===== src/sv/fcr_pkg.sv =====
`timescale 1ns / 1ps
// ----------------------------------------------------------------------------
// fcr_pkg
// Shared types, constants and the CRC-16 byte update for the frame checker.
// ----------------------------------------------------------------------------
package fcr_pkg;

   localparam int unsigned DEF_NUM_TARGETS  = 8;
   localparam int unsigned DEF_NUM_COMMANDS = 16;

   localparam logic [7:0]  START_CODE_A = 8'h55;
   localparam logic [7:0]  START_CODE_B = 8'hAA;
   localparam logic [15:0] CRC_SEED     = 16'h1D0F;
   localparam logic [15:0] CRC_POLY     = 16'hA02B;

   localparam int unsigned HEADER_BYTES = 8;
   localparam int unsigned POS_W        = 17;

   // header byte index
   localparam logic [2:0] HDR_START_LO = 3'd0;
   localparam logic [2:0] HDR_START_HI = 3'd1;
   localparam logic [2:0] HDR_LEN_LO   = 3'd2;
   localparam logic [2:0] HDR_LEN_HI   = 3'd3;
   localparam logic [2:0] HDR_CRC_LO   = 3'd4;
   localparam logic [2:0] HDR_CRC_HI   = 3'd5;
   localparam logic [2:0] HDR_TARGET   = 3'd6;
   localparam logic [2:0] HDR_COMMAND  = 3'd7;

   localparam logic KIND_DATA   = 1'b0;
   localparam logic KIND_STATUS = 1'b1;

   typedef enum logic [1:0] {
      ST_OK        = 2'd0,
      ST_BAD_START = 2'd1,
      ST_BAD_CRC   = 2'd2,
      ST_BAD_ROUTE = 2'd3
   } status_type;

   typedef struct packed {
      logic feed;
      logic restart;
   } crc_ctrl_type;

   // MSB-first CRC-16, one byte, unrolled
   function automatic logic [15:0] crc16_byte(input logic [15:0] crc, input logic [7:0] b);
      logic [15:0] c;
      c = crc ^ {b, 8'h00};
      for (int k = 0; k < 8; k++) begin
         c = c[15] ? ((c << 1) ^ CRC_POLY) : (c << 1);
      end
      return c;
   endfunction

endpackage


===== src/sv/fcr_crc16.sv =====
`timescale 1ns / 1ps
// ----------------------------------------------------------------------------
// fcr_crc16
// Running CRC-16 over payload bytes; one byte per cycle while feed is set, restart to the seed.
// ----------------------------------------------------------------------------
module fcr_crc16 import fcr_pkg::*; (
   input  logic         clock,
   input  logic         reset,
   input  crc_ctrl_type ctrl,
   input  logic [7:0]   data,
   output logic [15:0]  crc
);

   logic [15:0] crc_ff;
   logic [15:0] crc_in;

   always_comb begin
      priority if (ctrl.restart) begin
         crc_in = CRC_SEED;
      end else if (ctrl.feed) begin
         crc_in = crc16_byte(crc_ff, data);
      end else begin
         crc_in = crc_ff;
      end
   end

   always_ff @(posedge clock) begin
      if (reset) begin
         crc_ff <= CRC_SEED;
      end else begin
         crc_ff <= crc_in;
      end
   end

   assign crc = crc_ff;

endmodule


===== src/sv/frame_check_and_route.sv =====
`timescale 1ns / 1ps
// ----------------------------------------------------------------------------
// frame_check_and_route
// Checked frame deframer: forwards payload bytes and closes each frame with a
// status transfer (start code, CRC-16, then target/command bounds).
// ----------------------------------------------------------------------------
// Takes one received byte per cycle and has one result register, so a byte
// can be accepted in every cycle while the result side keeps up. The
// per-byte work is an eight-bit unrolled CRC-16 update and a 17-bit position
// compare. Header bytes give no data transfer; each payload byte is
// forwarded as it arrives. For a zero-length frame the status comes with the
// command byte; otherwise it comes with the byte after the last payload
// byte, which is taken as the first header byte of the next frame. A bad
// start code does not resynchronise: the header length is still used.
// ----------------------------------------------------------------------------
module frame_check_and_route import fcr_pkg::*; #(
   parameter int unsigned NUM_TARGETS  = DEF_NUM_TARGETS,
   parameter int unsigned NUM_COMMANDS = DEF_NUM_COMMANDS
) (
   input  logic        clock,
   input  logic        reset,
   input  logic        req_valid,
   output logic        req_stall,
   input  logic [7:0]  req_rx_byte,
   output logic        rsp_valid,
   input  logic        rsp_stall,
   output logic        rsp_kind,
   output logic [7:0]  rsp_data_byte,
   output logic [1:0]  rsp_status,
   output logic [7:0]  rsp_frame_target,
   output logic [7:0]  rsp_frame_command,
   output logic [15:0] rsp_frame_length,
   output logic        rsp_last
);

   localparam logic [8:0] TARGET_LIMIT  = 9'(NUM_TARGETS);
   localparam logic [8:0] COMMAND_LIMIT = 9'(NUM_COMMANDS);

   function automatic status_type frame_status(
      input logic [15:0] sc, input logic [15:0] rx_crc, input logic [15:0] run_crc,
      input logic [7:0] tgt, input logic [7:0] cmd);
      status_type st;
      priority if (sc != {START_CODE_B, START_CODE_A}) begin
         st = ST_BAD_START;
      end else if (rx_crc != run_crc) begin
         st = ST_BAD_CRC;
      end else if ({1'b0, tgt} >= TARGET_LIMIT || {1'b0, cmd} >= COMMAND_LIMIT) begin
         st = ST_BAD_ROUTE;
      end else begin
         st = ST_OK;
      end
      return st;
   endfunction

   logic [POS_W-1:0] pos_ff, pos_in;
   logic [15:0]      start_ff, start_in;
   logic [15:0]      len_ff, len_in;
   logic [15:0]      rx_crc_ff, rx_crc_in;
   logic [7:0]       target_ff, target_in;
   logic [7:0]       command_ff, command_in;

   logic        out_valid_ff, out_valid_in;
   logic        out_kind_ff, out_kind_in;
   logic [7:0]  out_data_ff, out_data_in;
   status_type  out_status_ff, out_status_in;
   logic [7:0]  out_target_ff, out_target_in;
   logic [7:0]  out_command_ff, out_command_in;
   logic [15:0] out_length_ff, out_length_in;

   logic             accept;
   logic             pending;
   logic [POS_W-1:0] pos_eff;
   logic             res_valid;
   crc_ctrl_type     crc_ctrl;
   logic [15:0]      run_crc;

   assign req_stall = out_valid_ff & rsp_stall;
   assign accept    = req_valid & ~req_stall;

   fcr_crc16 u_crc (
      .clock (clock),
      .reset (reset),
      .ctrl  (crc_ctrl),
      .data  (req_rx_byte),
      .crc   (run_crc)
   );

   always_comb begin
      pending    = pos_ff >= (POS_W'(len_ff) + POS_W'(HEADER_BYTES));
      pos_eff    = pending ? '0 : pos_ff;
      pos_in     = pos_eff + POS_W'(1);
      start_in   = start_ff;
      len_in     = len_ff;
      rx_crc_in  = rx_crc_ff;
      target_in  = target_ff;
      command_in = command_ff;
      crc_ctrl   = '{feed: 1'b0, restart: pending};

      res_valid      = 1'b0;
      out_kind_in    = KIND_DATA;
      out_data_in    = 8'h00;
      out_status_in  = ST_OK;
      out_target_in  = target_ff;
      out_command_in = command_ff;
      out_length_in  = len_ff;

      if (pending) begin
         res_valid     = 1'b1;
         out_kind_in   = KIND_STATUS;
         out_status_in = frame_status(start_ff, rx_crc_ff, run_crc, target_ff, command_ff);
      end

      if (pos_eff < POS_W'(HEADER_BYTES)) begin
         unique case (pos_eff[2:0])
            HDR_START_LO: start_in   = {start_ff[15:8], req_rx_byte};
            HDR_START_HI: start_in   = {req_rx_byte, start_ff[7:0]};
            HDR_LEN_LO:   len_in     = {len_ff[15:8], req_rx_byte};
            HDR_LEN_HI:   len_in     = {req_rx_byte, len_ff[7:0]};
            HDR_CRC_LO:   rx_crc_in  = {rx_crc_ff[15:8], req_rx_byte};
            HDR_CRC_HI:   rx_crc_in  = {req_rx_byte, rx_crc_ff[7:0]};
            HDR_TARGET:   target_in  = req_rx_byte;
            HDR_COMMAND:  command_in = req_rx_byte;
            default:      command_in = req_rx_byte;
         endcase
         if (pos_eff[2:0] == HDR_COMMAND && len_in == 16'h0000) begin
            // zero-length frame closes with the command byte; CRC is at seed
            res_valid        = 1'b1;
            out_kind_in      = KIND_STATUS;
            out_status_in    = frame_status(start_in, rx_crc_in, CRC_SEED, target_in,
                                            command_in);
            out_target_in    = target_in;
            out_command_in   = command_in;
            out_length_in    = len_in;
            crc_ctrl.restart = 1'b1;
            pos_in           = '0;
         end
      end else begin
         crc_ctrl.feed = 1'b1;
         res_valid     = 1'b1;
         out_kind_in   = KIND_DATA;
         out_data_in   = req_rx_byte;
         out_status_in = ST_OK;
      end

      if (!accept) begin
         crc_ctrl = '{feed: 1'b0, restart: 1'b0};
      end

      if (accept) begin
         out_valid_in = res_valid;
      end else if (!rsp_stall) begin
         out_valid_in = 1'b0;
      end else begin
         out_valid_in = out_valid_ff;
      end
   end

   always_ff @(posedge clock) begin
      if (reset) begin
         pos_ff       <= '0;
         start_ff     <= '0;
         len_ff       <= '0;
         rx_crc_ff    <= '0;
         target_ff    <= '0;
         command_ff   <= '0;
         out_valid_ff <= 1'b0;
      end else begin
         out_valid_ff <= out_valid_in;
         if (accept) begin
            pos_ff     <= pos_in;
            start_ff   <= start_in;
            len_ff     <= len_in;
            rx_crc_ff  <= rx_crc_in;
            target_ff  <= target_in;
            command_ff <= command_in;
         end
      end
   end

   always_ff @(posedge clock) begin
      if (accept && res_valid) begin
         out_kind_ff    <= out_kind_in;
         out_data_ff    <= out_data_in;
         out_status_ff  <= out_status_in;
         out_target_ff  <= out_target_in;
         out_command_ff <= out_command_in;
         out_length_ff  <= out_length_in;
      end
   end

   assign rsp_valid         = out_valid_ff;
   assign rsp_kind          = out_kind_ff;
   assign rsp_data_byte     = out_data_ff;
   assign rsp_status        = out_status_ff;
   assign rsp_frame_target  = out_target_ff;
   assign rsp_frame_command = out_command_ff;
   assign rsp_frame_length  = out_length_ff;
   assign rsp_last          = out_kind_ff;

endmodule


===== config.mk =====
export PLATFORM = sky130hd
export DESIGN_NAME = frame_check_and_route
export DESIGN_NICKNAME = d
export VERILOG_FILES = /design/src/sv/fcr_pkg.sv /design/src/sv/fcr_crc16.sv /design/src/sv/frame_check_and_route.sv
export SDC_FILE = /design/constraint.sdc
export NUM_CORES = 1
export LEC_CHECK = 0
export ABC_AREA = 0
export BUFFER_PORTS_ARGS = -buffer_cell sky130_fd_sc_hd__buf_2
export CAP_MARGIN = 10
export CORE_MARGIN = 5
export CORE_UTILIZATION = 35
export DETAILED_ROUTE_END_ITERATION = 16
export PLACE_DENSITY = 0.48
export SYNTH_ARGS = -nofsm -noshare
export SYNTH_HDL_FRONTEND = slang
export SYNTH_HIERARCHICAL = 1
export SYNTH_SLANG_ARGS = --single-unit

===== constraint.sdc =====
create_clock -name clock -period 9.1 [get_ports clock]
set_clock_uncertainty 0.15 [all_clocks]
set_input_delay 0.91 -clock clock [delete_from_list [all_inputs] [get_ports clock]]
set_output_delay 0.91 -clock clock [all_outputs]
set_load 0.1 [all_outputs]

## After elaboration in Yosys (flattened, before gate mapping)

Cells that the tools add are included.

- Bitwise gates (word level): 12
- Reduce and logical (&&, ||, !) cells: 8
- Magnitude comparators: 6
- Multiplexer cells: 44
- Add/sub/neg operators: 2
- Eq/ne operators: 12

Operators with widths:

| kind | number |
|---|---|
| $mux W16 | 13 |
| $pmux W16 S2 | 3 |
| $mux W8 | 8 |
| $mux W17 | 3 |
| $not A6 Y6 | 8 |
| $ne A16 B16 Y1 const B | 2 |
| $mux W2 | 9 |
| $add A16 B4 Y17 const B | 1 |
| $add A17 B1 Y17 const B | 1 |
| $ge A17 B17 Y1 | 1 |
| $lt A17 B4 Y1 const B | 1 |
| $ge A8 B4 Y1 const B | 2 |
| $ge A8 B5 Y1 const B | 2 |
| $logic_not A16 Y1 | 1 |
| $ne A16 B13 Y1 const B | 1 |
| $ne A16 B16 Y1 | 1 |
| $xor A16 B16 Y16 | 1 |
| $eq A3 B3 Y1 const B | 4 |
| $mux W1 | 8 |
| $eq A3 B2 Y1 const B | 2 |
| $eq A3 B1 Y1 const B | 1 |
| $logic_not A3 Y1 | 1 |
| $and A1 B1 Y1 | 2 |
| $logic_and A1 B1 Y1 | 2 |
| 5 further kinds | 6 |

- Bits of input ports: 12
- Logic and storage cells: 98
- Flip-flop bits (word level): 141

## Depth between registers and ports, before layout

Gate-level depths: netlist of run 1.

- Word-level depth: 17
- Mapped depth: 30
- Depth with buffers taken out: 25

## Hierarchy

The synthesis of run 1 kept the hierarchy.

By module, submodules not included:

| module | cells an instance | times used | area an instance (um^2) |
|---|---|---|---|
| frame_check_and_route | 763 | 1 | 6,762.7 |
| fcr_crc16 | 99 | 1 | 1,061.0 |

## Worst setup path after synthesis of run 1

No wires, ideal clock.

- Path kind: register to register
- Start point: register len_ff[5]
- End point: register out_data_ff[0] (netlist: rsp_data_byte[0]) (enable)
- Data required time: 8,507 ps
- Clock period less this slack: 7,737 ps
- Cell stages (with the launch flop): 25
- Arrival time: 7,143 ps
- Slack: 1,363 ps
- Path through: dfxtp_1 > clkbuf_1 > and3_1 > nand3_1 > nor2_1 > nand2_1 > xor2_1 > ha_1 > a211oi_2 > nor2_1 > or3_1 > buf_2 > nor3_1 > clkbuf_1 > nand2_1 > nor2_1 > ha_1 > clkbuf_1 > o21ai_0 > a221o_1 > a211o_1 > or4_4 > nor3_1 > nor2_1 > nor2_1

- Word-level cells in the longest chain between the ends: 11
- Elaborated cells on any way between the ends: 15
- Classes of those cells: add/sub (1); order compare (2); eq/ne (3); mux (6); reduce/logical (3)

RTL lines:

| what | line | RTL |
|---|---|---|
| start: declaration | frame_check_and_route.sv:57 | `logic [15:0] len_ff, len_in;` |
| start signal: assignment | frame_check_and_route.sv:172 | `len_ff <= len_in;` |
| $add A16 B4 Y17 | frame_check_and_route.sv:89 | `pending = pos_ff >= (POS_W'(len_ff) + POS_W'(HEADER_BYTES));` |
| $ge A17 B17 Y1 | frame_check_and_route.sv:89 |  |
| $mux W17 | frame_check_and_route.sv:90 | `pos_eff = pending ? '0 : pos_ff;` |
| $eq A3 B2 Y1 | frame_check_and_route.sv:114 | `unique case (pos_eff[2:0])` |
| $pmux W16 S2 | frame_check_and_route.sv:114 |  |
| $mux W16 | frame_check_and_route.sv:113 | `if (pos_eff < POS_W'(HEADER_BYTES)) begin` |
| $logic_not A16 Y1 | frame_check_and_route.sv:125 | `if (pos_eff[2:0] == HDR_COMMAND && len_in == 16'h0000) begin` |
| $logic_and A1 B1 Y1 | frame_check_and_route.sv:125 |  |
| $mux W1 | frame_check_and_route.sv:125 |  |
| $mux W1 (*) | frame_check_and_route.sv:113 |  |
| $logic_and A1 B1 Y1 (*) | frame_check_and_route.sv:181 | `if (accept && res_valid) begin` |
| end signal: assignment | frame_check_and_route.sv:183 | `out_data_ff <= out_data_in;` |
| end: declaration | frame_check_and_route.sv:64 | `logic [7:0] out_data_ff, out_data_in;` |

Mark *: on every way between the ends. The rest lies on a longest branch, timed or not. The select of a mux whose other input is x is not followed.
A chain may end at the register's enable or synchronous reset.

==> results of run 1 <==
[flip-flops by register name, indices dropped and copies added, names as in the netlist]
signal             flops
rx_crc_ff             16
u_crc/crc             16
rsp_data_byte          8
rsp_valid              1
command_ff             8
start_ff              16
rsp_frame_command      8
len_ff                16
target_ff              8
rsp_status             2
rsp_frame_target       8
rsp_frame_length      16
pos_ff                17
rsp_kind               1
[per-layer routing]
| layer | track usage, % | routed length, um | vias up |
|---|---|---|---|
| met2 | 28.39 | 10790 | 176 |
| met1 | 25.23 | 11010 | 3136 |
| met3 | 3.702 | 1094 | 27 |
| met4 | 4.343 | 303 | 0 |
| met5 | 0 | 0 | - |
| li1 | - | - | 3197 |
[report_power, final]
| group | leakage, nW | internal [mW] | switching, mW |
|---|---|---|---|
| logic | 1.84 | 0.0546 | 0.112 |
| registers | 1.22 | 0.655 | 0.0123 |
| clock network | 0.274 | 0.364 | 0.317 |
| total | 3.34 | 1.07 | 0.441 |
[per-stage QoR]
step	hold slack [ns]	util, %	cells
6_report	0.3077	40.59	1181
5_1_grt	0.3326	40.59	1181
4_1_cts	0.3078	40.59	1181
3_5_place_dp	0.2984	37.95	1149
3_3_place_gp	0.2963	37.95	1149
2_1_floorplan	0.2866	-	862
[final cells by class]
class	instances	area (um^2)
inverter	21	78.83
tap	280	350.3
fill	2219	13010
multi-input combinational	640	4264
sequential	141	3253
clock inverter	15	152.6
timing repair buffer	67	360.3
clock buffer	17	425.4
[layout by cell type, fill, tap and decap left out, types with 5 or more instances in the layout]
cell type,instances
buf_4,10
nor2_1,101
xor2_1,11
nand3b_1,7
nand4_1,15
mux2i_1,16
buf_2,57
a22oi_1,48
nor3_1,19
a31oi_1,14
nor4_1,9
dfxtp_1,98
and3_1,12
edfxtp_1,43
o21ai_0,40
nand2_1,70
or4_1,6
xnor2_1,39
inv_1,21
nand3_1,26
clkbuf_16,17
nand2b_1,6
nand4b_1,6
ha_1,21
a211oi_1,8
o21bai_1,5
and2_1,21
xnor2_2,5
a2111oi_0,9
mux2_4,12
a21oi_1,50
[cell families (layout without fill, tap and decap cells)]
family | Yosys count | count (layout) | synth area share [%]
multiplexers | 28 | 28 | 4.350
adder cells (fa/ha/maj) | 21 | 21 | 3.358
XOR/XNOR | 63 | 63 | 8.828
AO/OA/AOI/OAI | 207 | 207 | 17.37
buffers and inverters | 81 | 120 | 4.190
flip-flops | 141 | 141 | 41.58
AND/OR/NAND/NOR | 321 | 321 | 20.33
[how the worst min path moves through the flow]
stage                  start            end  slack (ns)  cells past startpoint
2_1_floorplan  command_ff[0]  command_ff[0]        0.29                      2
3_3_place_gp   command_ff[2]  command_ff[2]        0.30                      2
3_5_place_dp   command_ff[2]  command_ff[2]        0.30                      2
4_1_cts        command_ff[2]  command_ff[2]        0.31                      2
5_1_grt        command_ff[2]  command_ff[2]        0.33                      2
6_report       command_ff[3]  command_ff[3]        0.31                      2
[critical path, stage by stage, from the launching register on]
cell and delay [ns]:
dfxtp_1 0.49, and3_1 0.23, nand3_1 0.12, nor2_1 0.26, nand2_1 0.11, xor2_1 0.15, ha_1 0.33, nand4_1 0.16
or3_1 0.44, a211oi_1 0.58, nor3_2 0.11, buf_4 0.23, nand2_1 0.11, nor2_1 0.06, ha_1 0.44, nor3_1 0.22
a21oi_1 0.08, o21ai_0 0.13, nand4_1 0.11, a211o_1 0.29, or4_4 0.50, or4_1 0.86, buf_4 0.35, a21oi_1 0.21
nor2_1 0.27, nand2_1 0.13, or3_1 0.11, o311a_1 0.14
[cell usage after synthesis (4+ instances only)]
| library cell | count |
|---|---|
| nor3_1 | 20 |
| edfxtp_1 | 43 |
| o21ai_0 | 40 |
| nand3b_1 | 7 |
| a211oi_1 | 8 |
| nor2_1 | 103 |
| nand4_1 | 15 |
| clkbuf_1 | 53 |
| xor2_1 | 11 |
| nand4b_1 | 6 |
| nand2b_1 | 6 |
| a2111oi_0 | 9 |
| a21oi_1 | 50 |
| or4_1 | 6 |
| xnor2_1 | 39 |
| nor2b_1 | 4 |
| xnor2_2 | 5 |
| and4_1 | 4 |
| o21bai_1 | 5 |
| nand2_1 | 70 |
| and3_1 | 12 |
| nor4_1 | 10 |
| mux2_4 | 12 |
| nand3_1 | 26 |
| mux2i_1 | 16 |
| inv_1 | 21 |
| or3_1 | 4 |
| and2_1 | 21 |
| dfxtp_1 | 98 |
| a22oi_1 | 48 |
| ha_1 | 21 |
| a31oi_1 | 14 |
==> flow_summary.yaml, run 1 <==
finish:
  layout-drive-gt1-share_pct: 14.43
  fin_nets: 921
  antenna_cells: 0
  synthToLayoutAreaGrowth_pct: 13.56
  stdcell_area_um2: 8885
sta:
  fin_setup_tns_ns: 0
  slew_violations: 0
  postLayoutSetupSlackWorst_ns: 1.658
  max_slew.worst_pin.slew_ns: 1.078
  max-slew-margin-rel_pct: 27.58
  hold_violations: 0
  final-setup-viol-count: 0
  fmax_mhz: 134.4
  finalCriticalPeriod_ns: 7.442
  fin_crit_sh_pct: 81.78
  rsz0062_at_grt: "no"
floorplan:
  die-area_um2: 25440
  io_pins: 58
  floorplan.initialDensity_pct: 35.74
  rows: 54
  core-area_um2: 21890
  die_y_um: 159.5
  die_x_um: 159.5
clock_tree:
  htree_levels: 4
  cts_resized: 0
  cts_buffer_depth: 2
  postCtsSetupBuffers: 0
  cts_tree: "done"
  hold_buffers: 0
  cts.clk_slew.worst_paths_ns: 0.07
  worstSkewPairLatency_ns: 0.44
  cts_made_buffers: 17
  cts_sinks: 141
  cts_root_buf: "clkbuf_16"
synthesis:
  async_flop_share_pct: 0
  yosys_warnings: 6
  syn-cell-area_um2: 7824
  netlist.top_cell.by_area: "dfxtp_1"
  synth_edf_count: 43
  synth_flop_cell: "dfxtp_1"
  syn_inst: 862
  syn-num-nets: 895
  ys_types: 68
  yosysSeqAreaShare_pct: 41.58
  syn_area_per_cell_um2: 9.076
  synthTopCellsByArea: "dfxtp_1 25%, edfxtp_1 17%, nor2_1 4.9%"
  synth_seq_cells: 141
  synth_top_area_share_pct: 25.08
critical_path:
  cp.required_ns: 9.33
  worstSetupStartpoint: "len_ff[5]"
  timing.rr.end: "u_crc/crc[3]"
  critPathCapture: "u_crc/crc[3]"
  endpoint_kind: "register"
  worst-r2r-setup-slack_ns: 1.66
  r2r_cells: 27
  arrival_ns: 7.67
  timing.rr.start: "len_ff[5]"
  cp_max_fo: 23
  start_kind: "register"
  path_class: "reg -> reg"
placement:
  gp_congestion: 0.8451
  hpwl_mm: 15.55
  port_buffers: 57
  dp_worst_setup_slack_ns: 1.742
  dpl_cell_area_um2: 8307
route:
  vias_per_cell: 5.534
  drc_errors: 0
  wl_mm: 23.20
  drt_iter0_drc: 602
  num_vias: 6536
  wire_per_inst_um: 19.65
  drt_first_pass_iters: 5
  antenna_left: 0
grt:
  grt_overflow: 0
  grt_use_total_pct: 17.96
  grt_antenna_before_repair: 0
  grt_pass1_wl_mm: 36.60
  grt_max_degree: 84
  grt_pass1_vias: 6262
worst_hold_path:
  hold_path_class: "reg -> reg"
power_and_ir_drop:
  vdd_ir_drop_max_mv: 0.09563
  totalPowerFinal_mw: 1.515
  power_leakage_nw: 3.336
  cellPowerDensity_nw_per_um2: 170.5
flow_run:
  maxCapViolations: 0
run_status:
  status: "finished clean"
No activity file was read; power rests on OpenSTA's default activity.
==> run 2, diff against run 1 <==
==> constraint.sdc (replaced) <==
create_clock -name clock -period 7.5 [get_ports clock]
set_clock_uncertainty 0.15 [all_clocks]
set_input_delay 0.75 -clock clock [delete_from_list [all_inputs] [get_ports clock]]
set_output_delay 0.75 -clock clock [all_outputs]
set_load 0.1 [all_outputs]
==> run 2 against run 1 <==
Effect of this change:
- clock power increased by 27%
- combinational power increased by 19%
- total power increased by 24%
- die area unchanged
- via count about the same
- non-clock buffer count increased by 1
- fmax increased by 10%
- register-to-register slack got worse by 0.91 ns
- first-iteration DRC count decreased by 17%
- sequential share of layout area decreased by 0.10 points
- final area increased by 0.28%
- critical path type unchanged
- critical endpoint is now rsp_frame_target[3]
- largest power group unchanged
==> flow_summary.yaml, run 2 (same netlist as run 1, synthesis figures left out) <==
grt:
  grt_max_degree: 84
  grt_pass1_vias: 6329
  grt_pass1_wl_mm: 36.43
  grt_overflow: 0
  grt_antenna_before_repair: 0
  grt_use_total_pct: 17.83
clock_tree:
  cts_sinks: 141
  cts_tree: "done"
  hold_buffers: 0
  cts.clk_slew.worst_paths_ns: 0.07
  postCtsSetupBuffers: 0
  worstSkewPairLatency_ns: 0.44
  cts_root_buf: "clkbuf_16"
  cts_made_buffers: 17
  cts_resized: 0
  cts_buffer_depth: 2
  htree_levels: 4
critical_path:
  start_kind: "register"
  arrival_ns: 6.78
  cp_max_fo: 30
  cp_slowest_cell: "a211oi_1"
  cp_top_family: "simple AND/OR/NAND/NOR gates"
  cpPeakStageDelay_ns: 0.59
  cp_num_buf_inv: 1
  cp.required_ns: 7.53
  cp_cell_sequence: "and3_1 > nand3_1 > nor2_1 > nand2_1 > xor2_1 > ha_1 > nand4_1 > or3_1 > a211oi_1 > nor3_2 > nand2_1 > nor2_1 > ha_1 > nor3_1 > a31oi_1 > o21ai_0 > nand4_1 > a211o_1 > or4_4 > or4_1 > buf_4 > nor2_8 > mux2_4"
  endpoint_kind: "register"
  path_class: "reg -> reg"
power_and_ir_drop:
  cellPowerDensity_nw_per_um2: 210.2
  totalPowerFinal_mw: 1.873
  swShare_pct: 28.67
  clockPowerShare_pct: 46.2
  p_int_mw: 1.336
  p_seq_share_pct: 43.2
  vdd_ir_drop_max_mv: 0.1471
  p_comb_share_pct: 10.6
  p_sw_mw: 0.5370
  power_leakage_nw: 3.356
route:
  drc_errors: 0
  drt_iter0_drc: 498
  wl_mm: 22.90
  drt_first_pass_iters: 5
  num_vias: 6538
  vias_per_cell: 5.531
  antenna_left: 0
  wire_per_inst_um: 19.37
sta:
  rsz0062_at_grt: "no"
  fin_setup_tns_ns: 0
  holdWs_ns: 0.3056
  fmax_mhz: 148.1
  postLayoutSetupSlackWorst_ns: 0.7495
  finalCriticalPeriod_ns: 6.750
  max_slew.worst_pin.slew_ns: 1.158
  slew_violations: 0
  hold_violations: 0
  max-slew-margin-rel_pct: 22.51
  final-setup-viol-count: 0
  fin_crit_sh_pct: 90.01
placement:
  dp_worst_setup_slack_ns: 0.8135
  dp_cells: 1150
  dpl_cell_area_um2: 8314
  port_buffers: 57
  hpwl_mm: 15.20
  gp_congestion: 0.8106
finish:
  final_common_cell: "nor2_1"
  regMostFlops: "pos_ff"
  largest_reg_flops: 17
  finish.utilization_pct: 40.70
  stdcell_area_um2: 8910
  final_cell_mix: "101 x nor2_1, 98 x dfxtp_1, 70 x nand2_1, 57 x buf_2, 50 x a21oi_1"
  synthToLayoutAreaGrowth_pct: 13.88
  antenna_cells: 0
  fin_nets: 922
  instances_no_fill: 1182
  layout-drive-gt1-share_pct: 14.52
run_status:
  status: "finished clean"
flow_run:
  maxCapViolations: 0
floorplan:
  io_pins: 58
  core-area_um2: 21890
  die_x_um: 159.5
  die-area_um2: 25440
  floorplan.initialDensity_pct: 35.74
  rows: 54
  die_y_um: 159.5
worst_hold_path:
  hold_path_class: "reg -> reg"
## run 2: cell types whose count changed in the layout (fill, tap and decap cells not counted), sizes merged
cell	previous run	this run
clkinv	5	3
buf	67	68
bufinv	0	1
inv	28	30
clkinvlp	3	2
## run 2: metal layers
metal	wire, um	part of all wire [%]	track usage (%)	up-vias
li1	-	-	-	3200
met1	10880	48	25.17	3096
met2	10280	45	26.88	209
met3	1279	5.6	3.572	33
met4	461	2.0	6.824	0
met5	0	0	0	-
## run 2: path summary, 6_finish.rpt
kind | from | endpoint | slack (ns) | depth (start not counted)
max | len_ff[5] | rsp_frame_target[3] | 0.75 | 23
min | command_ff[3] | command_ff[3] | 0.31 | 2
max reg2reg | len_ff[5] | rsp_frame_target[3] | 0.75 | 23
min reg2reg | command_ff[3] | command_ff[3] | 0.31 | 2
## run 2: area by class of cell
| type | instances | area [um^2] |
|---|---|---|
| Sequential cell | 141 | 3253 |
| Inverter | 21 | 78.83 |
| Multi-Input combinational cell | 640 | 4264 |
| Fill cell | 2269 | 12980 |
| Clock inverter | 15 | 170.2 |
| Tap cell | 280 | 350.3 |
| Clock buffer | 17 | 425.4 |
| Timing Repair Buffer | 68 | 367.9 |
## run 2: worst register-to-register path: cells and delay by family, from the launching register on
family                     cells  cell delay (ns)
xor gates and xnor gates       1             0.15
DFF                            1             0.49
adders and majority gates      2             0.76
muxes                          1             0.33
and+or+nand+nor               14             3.23
AOI/OAI and AO/OA              4             1.11
buffers and inverters          1             0.28
## run 2: power by group through the flow
stage	Combinational, mW	Clock, mW	Sequential (mW)
6_report	0.199	0.865	0.810
3_5_place_dp	0.199	0	0.826
2_1_floorplan	0.138	0	0.835
3_3_place_gp	0.200	0	0.826
4_1_cts	0.200	0.884	0.809
5_1_grt	0.219	0.917	0.811
==> run 3, diff against run 2 <==
--- a/config.mk
+++ b/config.mk
@@ -8,7 +8,7 @@
 export ABC_AREA = 0
 export BUFFER_PORTS_ARGS = -buffer_cell sky130_fd_sc_hd__buf_2
 export CAP_MARGIN = 10
-export CORE_MARGIN = 5
+export CORE_MARGIN = 1.5
 export CORE_UTILIZATION = 35
 export DETAILED_ROUTE_END_ITERATION = 16
 export PLACE_DENSITY = 0.48
==> run 3 against run 2 <==
Effect of this change:
- sequential power is essentially flat
- clock power shrank 3.8%
- cell count grew 0.17%
- utilization is essentially flat
- non-clock buffer count grew 2
- critical path type unchanged
- critical endpoint is now u_crc/crc[3]
- highest routed layer unchanged
==> flow_summary.yaml, run 3 (same netlist as run 1, synthesis figures left out) <==
run_status:
  status: "finished clean"
clock_tree:
  cts_made_buffers: 17
  hold_buffers: 0
  postCtsSetupBuffers: 0
  worstSkewPairLatency_ns: 0.43
  cts.clk_slew.worst_paths_ns: 0.07
  cts_sinks: 141
  cts_buffer_depth: 2
  cts_root_buf: "clkbuf_16"
  cts_resized: 0
  htree_levels: 4
  cts_tree: "done"
sta:
  max_slew.worst_pin.slew_ns: 1.149
  final-setup-viol-count: 0
  fin_crit_sh_pct: 89.94
  finalCriticalPeriod_ns: 6.746
  max-slew-margin-rel_pct: 22.80
  slew_violations: 0
  hold_violations: 0
  fin_setup_tns_ns: 0
  fmax_mhz: 148.2
  rsz0062_at_grt: "no"
finish:
  fin_nets: 924
  synthToLayoutAreaGrowth_pct: 13.83
  stdcell_area_um2: 8906
  filler_cell_count: 2221
  regMostFlops: "pos_ff"
  final_common_cell: "nor2_1"
  layout-drive-gt1-share_pct: 14.71
  antenna_cells: 0
  final_cell_mix: "101 x nor2_1, 98 x dfxtp_1, 70 x nand2_1, 57 x buf_2, 50 x a21oi_1"
  largest_reg_flops: 17
power_and_ir_drop:
  p_seq_share_pct: 43.9
  swShare_pct: 29.33
  p_sw_mw: 0.5408
  p_comb_share_pct: 11.0
  p_int_mw: 1.303
  cellPowerDensity_nw_per_um2: 207.1
  vdd_ir_drop_max_mv: 0.1300
  power_leakage_nw: 3.349
  clockPowerShare_pct: 45.1
floorplan:
  die-area_um2: 23260
  io_pins: 58
  rows: 54
  core-area_um2: 21890
  die_x_um: 152.5
  floorplan.initialDensity_pct: 35.74
  die_y_um: 152.5
route:
  drt_first_pass_iters: 5
  num_vias: 6493
  drc_errors: 0
  vias_per_cell: 5.484
  wl_mm: 22.81
  drt_iter0_drc: 522
  wire_per_inst_um: 19.26
  antenna_left: 0
worst_hold_path:
  hold_path_class: "reg -> reg"
  hold_depth: 2
  hold_start: "command_ff[0]"
grt:
  grt_pass1_vias: 6095
  met3_usage_pct: 3.413
  grt_use_total_pct: 19.91
  top_usage_layer: "met2"
  gr-usage-met1_pct: 28.13
  met2_usage_pct: 31.78
  grt_max_degree: 58
  grt_pass1_wl_mm: 36.31
  grt_antenna_before_repair: 0
  grt_overflow: 0
critical_path:
  path_class: "reg -> reg"
  cp.required_ns: 7.73
  cp_max_fo: 22
  endpoint_kind: "register"
  arrival_ns: 6.97
  timing.rr.start: "len_ff[5]"
  start_kind: "register"
  r2r_cells: 25
  worstSetupStartpoint: "len_ff[5]"
flow_run:
  maxCapViolations: 0
placement:
  dpl_cell_area_um2: 8329
  gp_congestion: 0.8346
  hpwl_mm: 15.14
  port_buffers: 57
[run 3: power groups by stage]
stage	Sequential (mW)	Clock, mW	Combinational, mW
final	0.809	0.832	0.203
after global placement	0.826	0	0.203
after detailed placement	0.826	0	0.202
after CTS	0.809	0.849	0.203
after floorplan	0.835	0	0.138
after global routing	0.810	0.883	0.222
[run 3: layout make-up]
type	instances	area (um^2)	share of cell area (%)
inverter	21	78.83	0.8851
timing repair buffer	70	382.9	4.299
multi-input combinational	640	4264	47.88
tap	280	350.3	3.934
sequential	141	3253	36.53
clock buffer	17	425.4	4.777
clock inverter	15	151.4	1.700
[run 3: worst paths after layout]
check             endpoint  slack, ns
min reg2reg  command_ff[0]       0.31
max           u_crc/crc[3]       0.75
min          command_ff[0]       0.31
max reg2reg   u_crc/crc[3]       0.75
[run 3: critical path, cell delays in order (launching register included)]
cell	delay [ns]
dfxtp_1	0.50
and3_1	0.23
nand3_1	0.12
nor2_1	0.25
nand2_1	0.10
xor2_1	0.15
ha_1	0.32
nand4_1	0.17
or3_1	0.44
a211oi_1	0.62
nor3_2	0.12
nand2_1	0.12
nor2_1	0.07
ha_1	0.43
nor3_1	0.22
a21oi_1	0.08
o21ai_0	0.12
nand4_1	0.11
a211o_1	0.30
or4_4	0.51
or4_1	0.63
a21oi_1	0.25
nor2_1	0.28
nand2_1	0.14
or3_1	0.11
o311a_1	0.14
[run 3: per-layer routing]
metal  vias up  share of wire, %
met4         0              0.82
met1      3132                48
met5         -                 0
met3        14               4.3
met2       151                46
li1       3196                 -
[run 3: per-stage QoR]
step	power [mW]	setup WS, ns	std cells	hold slack, ns	utilization [%]
floorplan	0.9730	0.4650	862	0.2866	-
global placement	1.029	0.9392	1152	0.2980	38.05
detailed placement	1.028	0.8092	1152	0.2986	38.05
CTS	1.862	0.7756	1184	0.3074	40.68
global route	1.915	0.1077	1184	0.3330	40.68
finish	1.844	0.7545	1184	0.3071	40.68
